==> src/hw/rtl/c2h_pkg.sv <==
// c2h_pkg: types, constants and helper functions for the calendar to hex
// epoch file name block. No dependencies; used by every module of the block.
`timescale 1ns / 1ps

package c2h_pkg;

    // input word: one calendar reading
    typedef struct packed {
        logic [6:0] year_in_century;
        logic [3:0] month_number;
        logic [4:0] day_of_month;
        logic [4:0] hour_of_day;
        logic [5:0] minute_of_hour;
        logic [5:0] second_of_minute;
    } cal_word_t;

    // output word: one character of the file name
    typedef struct packed {
        logic [7:0] name_byte;
        logic       last_byte;
    } chr_word_t;

    // commands to the shared accumulator
    typedef struct packed {
        logic clear;
        logic add;
    } acc_cmd_t;

    typedef enum logic [3:0] {
        ST_IDLE,
        ST_YEAR,
        ST_MONTH,
        ST_DAY,
        ST_HOUR,
        ST_MIN,
        ST_SEC,
        ST_SKIP,
        ST_DIGIT,
        ST_SUFFIX
    } state_t;

    localparam int unsigned ACC_W       = 32;
    localparam int unsigned SEC_PER_DAY = 86400;
    localparam int unsigned SEC_PER_HR  = 3600;
    localparam int unsigned SEC_PER_MIN = 60;

    // the year walk starts at 1970, thirty years before the base year
    localparam logic [7:0] YEARS_TO_BASE = 8'd30;
    // 1970 mod 4
    localparam logic [1:0] FIRST_YEAR_MOD = 2'd2;

    localparam logic [ACC_W-1:0] YEAR_SECS      = ACC_W'(365 * SEC_PER_DAY);
    localparam logic [ACC_W-1:0] LEAP_YEAR_SECS = ACC_W'(366 * SEC_PER_DAY);

    localparam logic [3:0] MON_FEB = 4'd2;
    localparam logic [3:0] MON_APR = 4'd4;
    localparam logic [3:0] MON_JUN = 4'd6;
    localparam logic [3:0] MON_SEP = 4'd9;
    localparam logic [3:0] MON_NOV = 4'd11;

    localparam logic [7:0] CH_ZERO = 8'h30;
    localparam logic [7:0] CH_UP_A = 8'h41;
    localparam logic [7:0] CH_DOT  = 8'h2E;
    localparam logic [7:0] CH_T    = 8'h74;
    localparam logic [7:0] CH_X    = 8'h78;

    localparam logic [1:0] SFX_DOT    = 2'd0;
    localparam logic [1:0] SFX_T_HEAD = 2'd1;
    localparam logic [1:0] SFX_X      = 2'd2;
    localparam logic [1:0] SFX_T_TAIL = 2'd3;

    // seconds in month m; leap selects the 29-day february
    function automatic logic [ACC_W-1:0] month_secs(input logic [3:0] m, input logic leap);
        logic [ACC_W-1:0] secs;
        case (m) inside
            MON_FEB:                          secs = leap ? ACC_W'(29 * SEC_PER_DAY)
                                                          : ACC_W'(28 * SEC_PER_DAY);
            MON_APR, MON_JUN, MON_SEP, MON_NOV: secs = ACC_W'(30 * SEC_PER_DAY);
            default:                          secs = ACC_W'(31 * SEC_PER_DAY);
        endcase
        return secs;
    endfunction

    // upper-case hex digit
    function automatic logic [7:0] hex_char(input logic [3:0] nib);
        logic [7:0] ch;
        if (nib < 4'd10)
            ch = CH_ZERO + 8'(nib);
        else
            ch = CH_UP_A + 8'(nib - 4'd10);
        return ch;
    endfunction

    // characters of the ".txt" suffix
    function automatic logic [7:0] suffix_char(input logic [1:0] idx);
        logic [7:0] ch;
        unique case (idx)
            SFX_DOT:    ch = CH_DOT;
            SFX_T_HEAD: ch = CH_T;
            SFX_X:      ch = CH_X;
            SFX_T_TAIL: ch = CH_T;
            default:    ch = CH_T;
        endcase
        return ch;
    endfunction

endpackage

==> src/hw/rtl/c2h_acc.sv <==
// c2h_acc: shared 32-bit accumulator, one wrapping add per cycle.
// Depends on c2h_pkg.
`timescale 1ns / 1ps

module c2h_acc
    import c2h_pkg::*;
(
    input  logic             clk,
    input  logic             rst_n,
    input  acc_cmd_t         cmd,
    input  logic [ACC_W-1:0] operand,
    output logic [ACC_W-1:0] acc
);

    logic [ACC_W-1:0] acc_reg;
    logic [ACC_W-1:0] acc_next;

    // clear or add modulo 2^32
    always_comb
    begin
        if (cmd.clear)
            acc_next = '0;
        else if (cmd.add)
            acc_next = acc_reg + operand;
        else
            acc_next = acc_reg;
    end

    always_ff @(posedge clk or negedge rst_n)
    begin
        if (!rst_n)
            acc_reg <= '0;
        else
            acc_reg <= acc_next;
    end

    assign acc = acc_reg;

endmodule

==> src/hw/rtl/c2h_ctrl.sv <==
// c2h_ctrl: sequencer that feeds the shared accumulator term by term and
// then formats the sum as hex characters plus ".txt". Depends on c2h_pkg.
`timescale 1ns / 1ps

module c2h_ctrl
    import c2h_pkg::*;
(
    input  logic             clk,
    input  logic             rst_n,
    input  logic             cal_valid,
    output logic             cal_ready,
    input  cal_word_t        cal_word,
    output logic             chr_valid,
    input  logic             chr_ready,
    output chr_word_t        chr_word,
    output acc_cmd_t         cmd,
    output logic [ACC_W-1:0] operand,
    input  logic [ACC_W-1:0] acc
);

    state_t     state_reg, state_next;
    cal_word_t  cal_reg, cal_next;
    logic [7:0] year_cnt_reg, year_cnt_next;
    logic [1:0] year_mod_reg, year_mod_next;
    logic [3:0] mon_reg, mon_next;
    logic [2:0] dig_reg, dig_next;
    logic [1:0] sfx_reg, sfx_next;
    logic       out_valid_reg, out_valid_next;
    chr_word_t  out_word_reg, out_word_next;

    logic [3:0] nib;
    logic       can_load;
    logic       leap_in;

    assign nib      = 4'(acc >> {dig_reg, 2'b00});
    assign can_load = !out_valid_reg || chr_ready;
    assign leap_in  = (cal_reg.year_in_century[1:0] == 2'b00);

    // next state
    always_comb
    begin
        state_next = state_reg;
        unique case (state_reg)
            ST_IDLE:   if (cal_valid) state_next = ST_YEAR;
            ST_YEAR:   if (year_cnt_reg == 8'd1) state_next = ST_MONTH;
            ST_MONTH:  if (mon_reg >= cal_reg.month_number) state_next = ST_DAY;
            ST_DAY:    state_next = ST_HOUR;
            ST_HOUR:   state_next = ST_MIN;
            ST_MIN:    state_next = ST_SEC;
            ST_SEC:    state_next = ST_SKIP;
            ST_SKIP:   if (nib != 4'd0 || dig_reg == 3'd0) state_next = ST_DIGIT;
            ST_DIGIT:  if (can_load && dig_reg == 3'd0) state_next = ST_SUFFIX;
            ST_SUFFIX: if (can_load && sfx_reg == SFX_T_TAIL) state_next = ST_IDLE;
            default:   state_next = ST_IDLE;
        endcase
    end

    // datapath control and output word
    always_comb
    begin
        cal_next      = cal_reg;
        year_cnt_next = year_cnt_reg;
        year_mod_next = year_mod_reg;
        mon_next      = mon_reg;
        dig_next      = dig_reg;
        sfx_next      = sfx_reg;
        out_word_next = out_word_reg;
        out_valid_next = out_valid_reg && !chr_ready;
        cmd           = '0;
        operand       = '0;
        unique case (state_reg)
            ST_IDLE:
            begin
                if (cal_valid)
                begin
                    cal_next      = cal_word;
                    cmd.clear     = 1'b1;
                    year_cnt_next = YEARS_TO_BASE + 8'(cal_word.year_in_century);
                    year_mod_next = FIRST_YEAR_MOD;
                    mon_next      = 4'd1;
                end
            end
            ST_YEAR:
            begin
                cmd.add       = 1'b1;
                operand       = (year_mod_reg == 2'd0) ? LEAP_YEAR_SECS : YEAR_SECS;
                year_mod_next = year_mod_reg + 2'd1;
                year_cnt_next = year_cnt_reg - 8'd1;
            end
            ST_MONTH:
            begin
                if (mon_reg < cal_reg.month_number)
                begin
                    cmd.add  = 1'b1;
                    operand  = month_secs(mon_reg, leap_in);
                    mon_next = mon_reg + 4'd1;
                end
            end
            ST_DAY:
            begin
                // day zero wraps to minus one day
                cmd.add = 1'b1;
                operand = ACC_W'(ACC_W'(cal_reg.day_of_month) * ACC_W'(SEC_PER_DAY))
                          - ACC_W'(SEC_PER_DAY);
            end
            ST_HOUR:
            begin
                cmd.add = 1'b1;
                operand = ACC_W'(ACC_W'(cal_reg.hour_of_day) * ACC_W'(SEC_PER_HR));
            end
            ST_MIN:
            begin
                cmd.add  = 1'b1;
                operand  = ACC_W'(ACC_W'(cal_reg.minute_of_hour) * ACC_W'(SEC_PER_MIN));
                dig_next = 3'd7;
            end
            ST_SEC:
            begin
                cmd.add = 1'b1;
                operand = ACC_W'(cal_reg.second_of_minute);
            end
            ST_SKIP:
            begin
                // drop leading zero digits, keep at least one
                if (nib == 4'd0 && dig_reg != 3'd0)
                    dig_next = dig_reg - 3'd1;
            end
            ST_DIGIT:
            begin
                if (can_load)
                begin
                    out_valid_next          = 1'b1;
                    out_word_next.name_byte = hex_char(nib);
                    out_word_next.last_byte = 1'b0;
                    if (dig_reg == 3'd0)
                        sfx_next = SFX_DOT;
                    else
                        dig_next = dig_reg - 3'd1;
                end
            end
            ST_SUFFIX:
            begin
                if (can_load)
                begin
                    out_valid_next          = 1'b1;
                    out_word_next.name_byte = suffix_char(sfx_reg);
                    out_word_next.last_byte = (sfx_reg == SFX_T_TAIL);
                    sfx_next                = sfx_reg + 2'd1;
                end
            end
            default:
            begin
            end
        endcase
    end

    // control registers
    always_ff @(posedge clk or negedge rst_n)
    begin
        if (!rst_n)
        begin
            state_reg     <= ST_IDLE;
            out_valid_reg <= 1'b0;
            year_cnt_reg  <= '0;
        end
        else
        begin
            state_reg     <= state_next;
            out_valid_reg <= out_valid_next;
            year_cnt_reg  <= year_cnt_next;
        end
    end

    // payload registers
    always_ff @(posedge clk)
    begin
        cal_reg      <= cal_next;
        year_mod_reg <= year_mod_next;
        mon_reg      <= mon_next;
        dig_reg      <= dig_next;
        sfx_reg      <= sfx_next;
        out_word_reg <= out_word_next;
    end

    assign cal_ready = (state_reg == ST_IDLE);
    assign chr_valid = out_valid_reg;
    assign chr_word  = out_word_reg;

    // an accepted reading always starts the year walk
    a_accept_to_year: assert property (@(posedge clk) disable iff (!rst_n)
        (cal_valid && cal_ready) |=> (state_reg == ST_YEAR))
        else $error("accepted reading did not start the year walk");

    // the year walk is finished before any month is added
    a_month_after_years: assert property (@(posedge clk) disable iff (!rst_n)
        (state_reg == ST_MONTH) |-> (year_cnt_reg == 8'd0))
        else $error("month phase entered with years left");

    // nothing follows the final character until a new reading is worked
    a_quiet_after_last: assert property (@(posedge clk) disable iff (!rst_n)
        (out_valid_reg && chr_ready && out_word_reg.last_byte && state_reg != ST_DIGIT)
        |=> !out_valid_reg)
        else $error("word emitted after the final character");

    // the output register is never overwritten while a word waits
    a_no_overwrite: assert property (@(posedge clk) disable iff (!rst_n)
        (out_valid_reg && !chr_ready && (state_reg == ST_DIGIT || state_reg == ST_SUFFIX))
        |=> $stable(out_word_reg))
        else $error("pending word overwritten");

endmodule

==> src/hw/rtl/calendar_to_hex_epoch_filename.sv <==
// Calendar reading to hex epoch file name: one reading in, 5 to 12 words out.
// Sequence: the year walk adds one year of seconds per step from 1970 on the shared
// adder, the month walk adds the months before the given one, then day, hour, minute
// and second are added, leading zero digits are skipped, and each character is loaded
// as the consumer frees the output. Readings go one at a time, accepted only in idle.
// Reset: rst_n asynchronous, active low, returns to idle with no word pending.
`timescale 1ns / 1ps

module calendar_to_hex_epoch_filename
    import c2h_pkg::*;
(
    input  logic      clk,
    input  logic      rst_n,
    input  logic      cal_valid,
    output logic      cal_ready,
    input  cal_word_t cal_word,
    output logic      chr_valid,
    input  logic      chr_ready,
    output chr_word_t chr_word
);

    acc_cmd_t         cmd;
    logic [ACC_W-1:0] operand;
    logic [ACC_W-1:0] acc;

    // sequencer and formatter
    c2h_ctrl u_ctrl (
        .clk       (clk),
        .rst_n     (rst_n),
        .cal_valid (cal_valid),
        .cal_ready (cal_ready),
        .cal_word  (cal_word),
        .chr_valid (chr_valid),
        .chr_ready (chr_ready),
        .chr_word  (chr_word),
        .cmd       (cmd),
        .operand   (operand),
        .acc       (acc)
    );

    // shared seconds accumulator
    c2h_acc u_acc (
        .clk     (clk),
        .rst_n   (rst_n),
        .cmd     (cmd),
        .operand (operand),
        .acc     (acc)
    );

endmodule

==> config.mk <==
export PLATFORM = sky130hd
export DESIGN_NAME = calendar_to_hex_epoch_filename
export DESIGN_NICKNAME = d
export VERILOG_FILES = /design/src/hw/rtl/c2h_pkg.sv /design/src/hw/rtl/c2h_acc.sv /design/src/hw/rtl/c2h_ctrl.sv /design/src/hw/rtl/calendar_to_hex_epoch_filename.sv
export SDC_FILE = /design/constraint.sdc
export NUM_CORES = 1
export LEC_CHECK = 0
export BUFFER_PORTS_ARGS = -buffer_cell sky130_fd_sc_hd__buf_4
export CAP_MARGIN = 10
export CORE_UTILIZATION = 53
export CTS_CLUSTER_DIAMETER = 100
export CTS_CLUSTER_SIZE = 16
export DETAILED_ROUTE_END_ITERATION = 8
export PLACE_DENSITY = 0.71
export SETUP_SLACK_MARGIN = 0.2
export SYNTH_ARGS = -nofsm -noshare
export SYNTH_HDL_FRONTEND = slang
export SYNTH_HIERARCHICAL = 1
export SYNTH_SLANG_ARGS = --single-unit
==> constraint.sdc <==
create_clock -name clk -period 8 [get_ports clk]
set_input_delay 0 -clock clk [delete_from_list [all_inputs] [get_ports clk]]
set_output_delay 0 -clock clk [all_outputs]
set_load 0.1 [all_outputs]
Word level (Yosys, flattened, before mapping)
Index checks and enable logic that the tools add are counted.

word-level totals
  RAM bits = 0
  output and inout bits = 11
  memory bits (read-only) = 0
  latch bits = 0
  bits of input ports = 37
  memories kept = 0
  word-level logic and storage cells = 136
  register bits after elaboration = 93

cells by class
  equal/unequal tests = 30
  add/subtract/negate cells = 11
  $mul = 3
  muxes and demuxes = 40
  bitwise operators = 0
  shifts and indexed selects = 1
  reductions and logical operators = 32
  magnitude comparators = 3
  divide/modulo/power cells = 0

operator list
  operator                                                                number
  32-bit one-hot mux with 6 select lines                                  1
  32-bit 2-to-1 mux                                                       4
  4-bit one-hot mux with 10 select lines                                  1
  18-bit 2-to-1 mux                                                       2
  32-bit adder                                                            1
  32-bit by 5-bit right shift with 4-bit output                           1
  4-bit 2-to-1 mux                                                        7
  4-bit by 3-bit equality test with 1-bit output (second input constant)  6
  8-bit one-hot mux with 3 select lines                                   1
  22-bit by 17-bit subtractor with 23-bit output (second input constant)  1
  20-bit 2-to-1 mux                                                       1
  2-bit by 1-bit != test with 1-bit output (second input constant)        10
  9-bit 2-to-1 mux                                                        2
  9-bit one-hot mux with 2 select lines                                   1
  4-bit equality test (second input constant)                             4
  8-bit 2-to-1 mux                                                        2
  8-bit one-hot mux with 2 select lines                                   1
  5-bit by 10-bit multiplier with 15-bit output (second input constant)   1
  5-bit by 8-bit multiplier with 13-bit output (second input constant)    1
  4-bit by 2-bit equality test with 1-bit output (second input constant)  3
  6-bit by 4-bit multiplier with 10-bit output (second input constant)    1
  3-bit 2-to-1 mux                                                        3
  3-bit one-hot mux with 3 select lines                                   1
  5-bit by 7-bit adder with 8-bit output (first input constant)           1
  36 further kinds                                                        63

Logic depth before layout (Yosys ltp)
  depth in word-level cells = 9
  depth in mapped cells = 27
  mapped depth without buffers = 25

Cells and area by module
The synthesis kept the hierarchy.

modules (own cells, without submodules)
  module    times used  area each (um^2)  sequential area each (um^2)  cells an instance
  c2h_ctrl  1           5,519.0           1,736.7                      547
  c2h_acc   1           2,947.8           800.8                        330

Least setup slack after synthesis
OpenSTA, ideal clock, no wires.

  path type = reg-to-reg
  start point = register u_ctrl.state_reg[1]
  end point = register u_acc.acc_reg[25], in the netlist u_acc/acc[25]
  required time = 7.874 ns
  setup slack = 1.776 ns
  library setup time = 0.126 ns
  period minus slack after synthesis = 6.224 ns
  arrival = 6.098 ns
  buffers on the path = 3
  cell stages (with the launch flop) = 9
  cell sequence = dfrtp_1 clkbuf_8 nor4_1 nand2_1 inv_1 clkbuf_1 buf_2 nor3b_1 a221o_1

RTL lines
  item                      RTL line         text
  start: declaration        c2h_ctrl.sv:21   state_t state_reg, state_next;
  start signal: assignment  c2h_ctrl.sv:168  state_reg <= state_next;
  end signal: assignment    c2h_acc.sv:34    acc_reg <= acc_next;
  end: declaration          c2h_acc.sv:15    logic [ACC_W-1:0] acc_reg;

Worst setup path after layout
  start point = register u_ctrl/cal_reg[20] in the netlist's numbering
  end point = register u_acc.acc_reg[31], in the netlist u_acc/acc[31]

on the way
  longest elaborated chain between the ends = 6

ends and longest elaborated chain
  item                                            RTL line                              text
  start: declaration                              c2h_ctrl.sv:22                        cal_word_t cal_reg, cal_next;
  start signal: assignment                        c2h_ctrl.sv:177                       cal_reg <= cal_next;
  5-bit by 10-bit multiplier with 15-bit output   c2h_ctrl.sv:103                       operand = ACC_W'(ACC_W'(cal_reg.day_of_month) * ACC_W'(SEC_PER_DAY))
  22-bit by 17-bit subtractor with 23-bit output  c2h_ctrl.sv:104                       - ACC_W'(SEC_PER_DAY);
  32-bit one-hot mux with 6 select lines          c2h_ctrl.sv:71                        unique case (state_reg)
  via operand[25]                                 calendar_to_hex_epoch_filename.sv:23  logic [ACC_W-1:0] operand;
  32-bit adder                                    c2h_acc.sv:24                         acc_next = acc_reg + operand;
  32-bit 2-to-1 mux                               c2h_acc.sv:23                         else if (cmd.add)
  32-bit 2-to-1 mux                               c2h_acc.sv:21                         if (cmd.clear)

The timed path passes the listed nets, and every way through them passes these cells. The select of a mux whose other input is x is not followed.
A chain may end at the register's enable or synchronous reset.

==> results.json <==
{
  "dp_hpwl_um": 14200,
  "syn_area_um2": 8470,
  "grt_usage_pct": 24.3,
  "first_pass_iters": 5,
  "cts_made_buffers": 9,
  "multi_input_area_um2": 5520,
  "slew_headroom_pct": 30.8,
  "crit_cells": 24,
  "rows": 45,
  "die_h_um": 128,
  "vias": 6655,
  "dp_slack_ns": 2.09,
  "end_kind": "flop",
  "synth.top_cell.area_share_pct": 16.7,
  "cts_hold_buffers": 33,
  "grt_max_degree": 49,
  "fin_area_um2": 9510,
  "post_cts_buffers": 0,
  "reg2regPathDepth": 24,
  "slew_violations": 0,
  "antenna_found_initial": 0,
  "regArea_um2": 2540,
  "num_antenna_cells": 0,
  "synth_flop_cell": "edfxtp_1",
  "power_density_nw_per_um2": 395,
  "drive_gt1_share_pct": 12.4,
  "hold_path_class": "in -> reg",
  "synthesis.instances": 877,
  "gp_congestion": 0.882,
  "mostFrequentLayoutCells": "ha_1, nor2_1, a21oi_1",
  "clock-sinks": 92,
  "portBuffers": 46,
  "crit_type": "reg -> reg",
  "core_um2": 15400,
  "cp_max_fo": 9,
  "hold_violations": 0,
  "syn2layout_area_growth_pct": 12.4,
  "min_path_cells": 4,
  "crit_required_ns": 8.24,
  "synth.ff_latch_count": 92,
  "cp_cell_sequence": "inv_1, ha_1, inv_1, ha_1, inv_1, fa_1, inv_1, ha_1, and4b_4, a221o_2, nor2b_4, xnor2_2, o21ai_2, or4_4, nor2_1, ha_1, a21oi_1, o21bai_1, a21oi_1, o22ai_1, a21o_1, a31o_2, a21oi_1, mux2_2",
  "power_mw": 3.76,
  "cts_tree": "yes",
  "yosysTopAreaCell": "edfxtp_1",
  "worst_pin_slew_ns": 1.03,
  "htree_levels": 3,
  "p_leak_nw": 4.29,
  "routed_via_density": 5.78,
  "place_area_um2": 8920,
  "clk_latency_ns": 0.36,
  "final_util_pct": 61.9,
  "nets": 1097,
  "ios": 48,
  "yosys_warnings": 6,
  "fin_setup_tns_ns": 0,
  "maxCapViolations": 0,
  "skew_ns": 0.00902,
  "syn_area_per_cell_um2": 9.65,
  "first_global_vias": 6378,
  "syn-num-nets": 1038,
  "layout_commonest_cell": "ha_1",
  "vdd_ir_drop_max_v": 0.000199,
  "finalSetupViolCount": 0,
  "setup_ws_ns": 2.06,
  "arrival_ns": 6.18,
  "path_clk_slew_ns": 0.06,
  "max_freq_ghz": 0.168,
  "crit_path_start_kind": "flop",
  "synth_edf_count": 47,
  "grt.overflow.total": 0,
  "drt-total-wl_um": 18700,
  "cts.repair.resized": 0,
  "rsz0062_at_grt": "false",
  "start_util_pct": 55.1,
  "cpMaxStageDelayCell": "nor2_1",
  "cts_buffer_depth": 2,
  "fp.dieW_um": 128,
  "drc": 0,
  "synth_cell_types": 86,
  "finalCritPeriodShare_pct": 74.3,
  "grt_pass1_wl_um": 31400,
  "cts-root-buf": "clkbuf_16",
  "cpLargestDelayFamily": "simple AND/OR/NAND/NOR gates",
  "fillers": 1280,
  "die_area_um2": 16500,
  "drtIter0Drc": 501,
  "post-route-min-period_ns": 5.94,
  "outcome": "finished, final reports clean",
  "path_buf_inv": 4,
  "async_reset_ff_share_pct": 48.9,
  "avgRoutedWirePerCell_um": 16.2,
  "largest_reg_flops": 32,
  "detail-route-antenna-nets": 0,
  "slowest_delay_ns": 0.66,
  "yosys-top-cells-area": "edfxtp_1, ha_1, dfrtp_1, xnor2_1, fa_1",
  "ys_seq_area_share_pct": 30.0
}
-- cell type report --
type / instances / share of cell area [%]
Timing Repair Buffer: 83 / 7.42
Clock inverter: 4 / 0.276
Clock buffer: 12 / 2.49
Inverter: 61 / 2.41
Tap cell: 211 / 2.77
Multi-Input combinational cell: 689 / 58.0
Sequential cell: 92 / 26.7
-- tightest hold or removal path, cell delays in order --
cell and delay [ns]:
buf_4 0.09, nor3_1 0.05, xnor2_1 0.12, a21oi_1 0.06
-- per-stage QoR --
step,hold slack (ns),std cells
floorplan,-0.296,877
global placement,0.0501,1103
detailed placement,0.0480,1103
CTS,0.00463,1152
global route,0.0306,1152
finish,0.0103,1152
-- cell usage after synthesis (20+ instances only) --
master / n
mux2i_1: 21
inv_1: 61
dfrtp_1: 45
edfxtp_1: 47
xnor2_1: 42
ha_1: 108
nor3_1: 20
nand2_1: 36
o21ai_0: 41
nor2_1: 72
a21oi_1: 63
a21o_1: 20
-- final timing paths --
path / start / endpoint / slack [ns]
max in group asynchronous: rst_n / u_acc/acc[30] / 7.38
worst min register to register: u_ctrl/year_cnt_reg[7] / u_ctrl/year_cnt_reg[7] / 0.49
worst min-delay path: cal_word[28] / u_ctrl/year_cnt_reg[4] / 0.01
worst max register to register: u_ctrl/cal_reg[20] / u_acc/acc[31] / 2.06
min in group asynchronous: rst_n / u_ctrl/state_reg[0] / 0.20
worst max-delay path: u_ctrl/cal_reg[20] / u_acc/acc[31] / 2.06
-- cells by family after synthesis --
kind of cell | Yosys count | share of synthesized area (%)
DFF | 92 | 30.0
and+or+nand+nor | 230 | 14.3
adders and majority gates | 124 | 19.7
other | 1 | 0.0443
muxes | 32 | 5.01
AOI/OAI and AO/OA | 240 | 19.4
buffers and inverters | 96 | 5.02
xor gates and xnor gates | 62 | 6.50
-- layer usage --
metal / vias up / routed length, µm / track usage, %
met2: 168 / 8750 / 39.8
met5: - / 0 / 0
met3: 25 / 852 / 4.16
li1: 3344 / - / -
met1: 3118 / 8790 / 33.2
met4: 0 / 299 / 6.92
-- power by group --
part / switching (mW) / leakage, nW / total, mW / internal (mW)
combinational: 1.44 / 3.19 / 2.52 / 1.07
clock: 0.188 / 0.127 / 0.400 / 0.211
sequential: 0.170 / 0.967 / 0.845 / 0.676
Power figures use the tool's default switching activity.
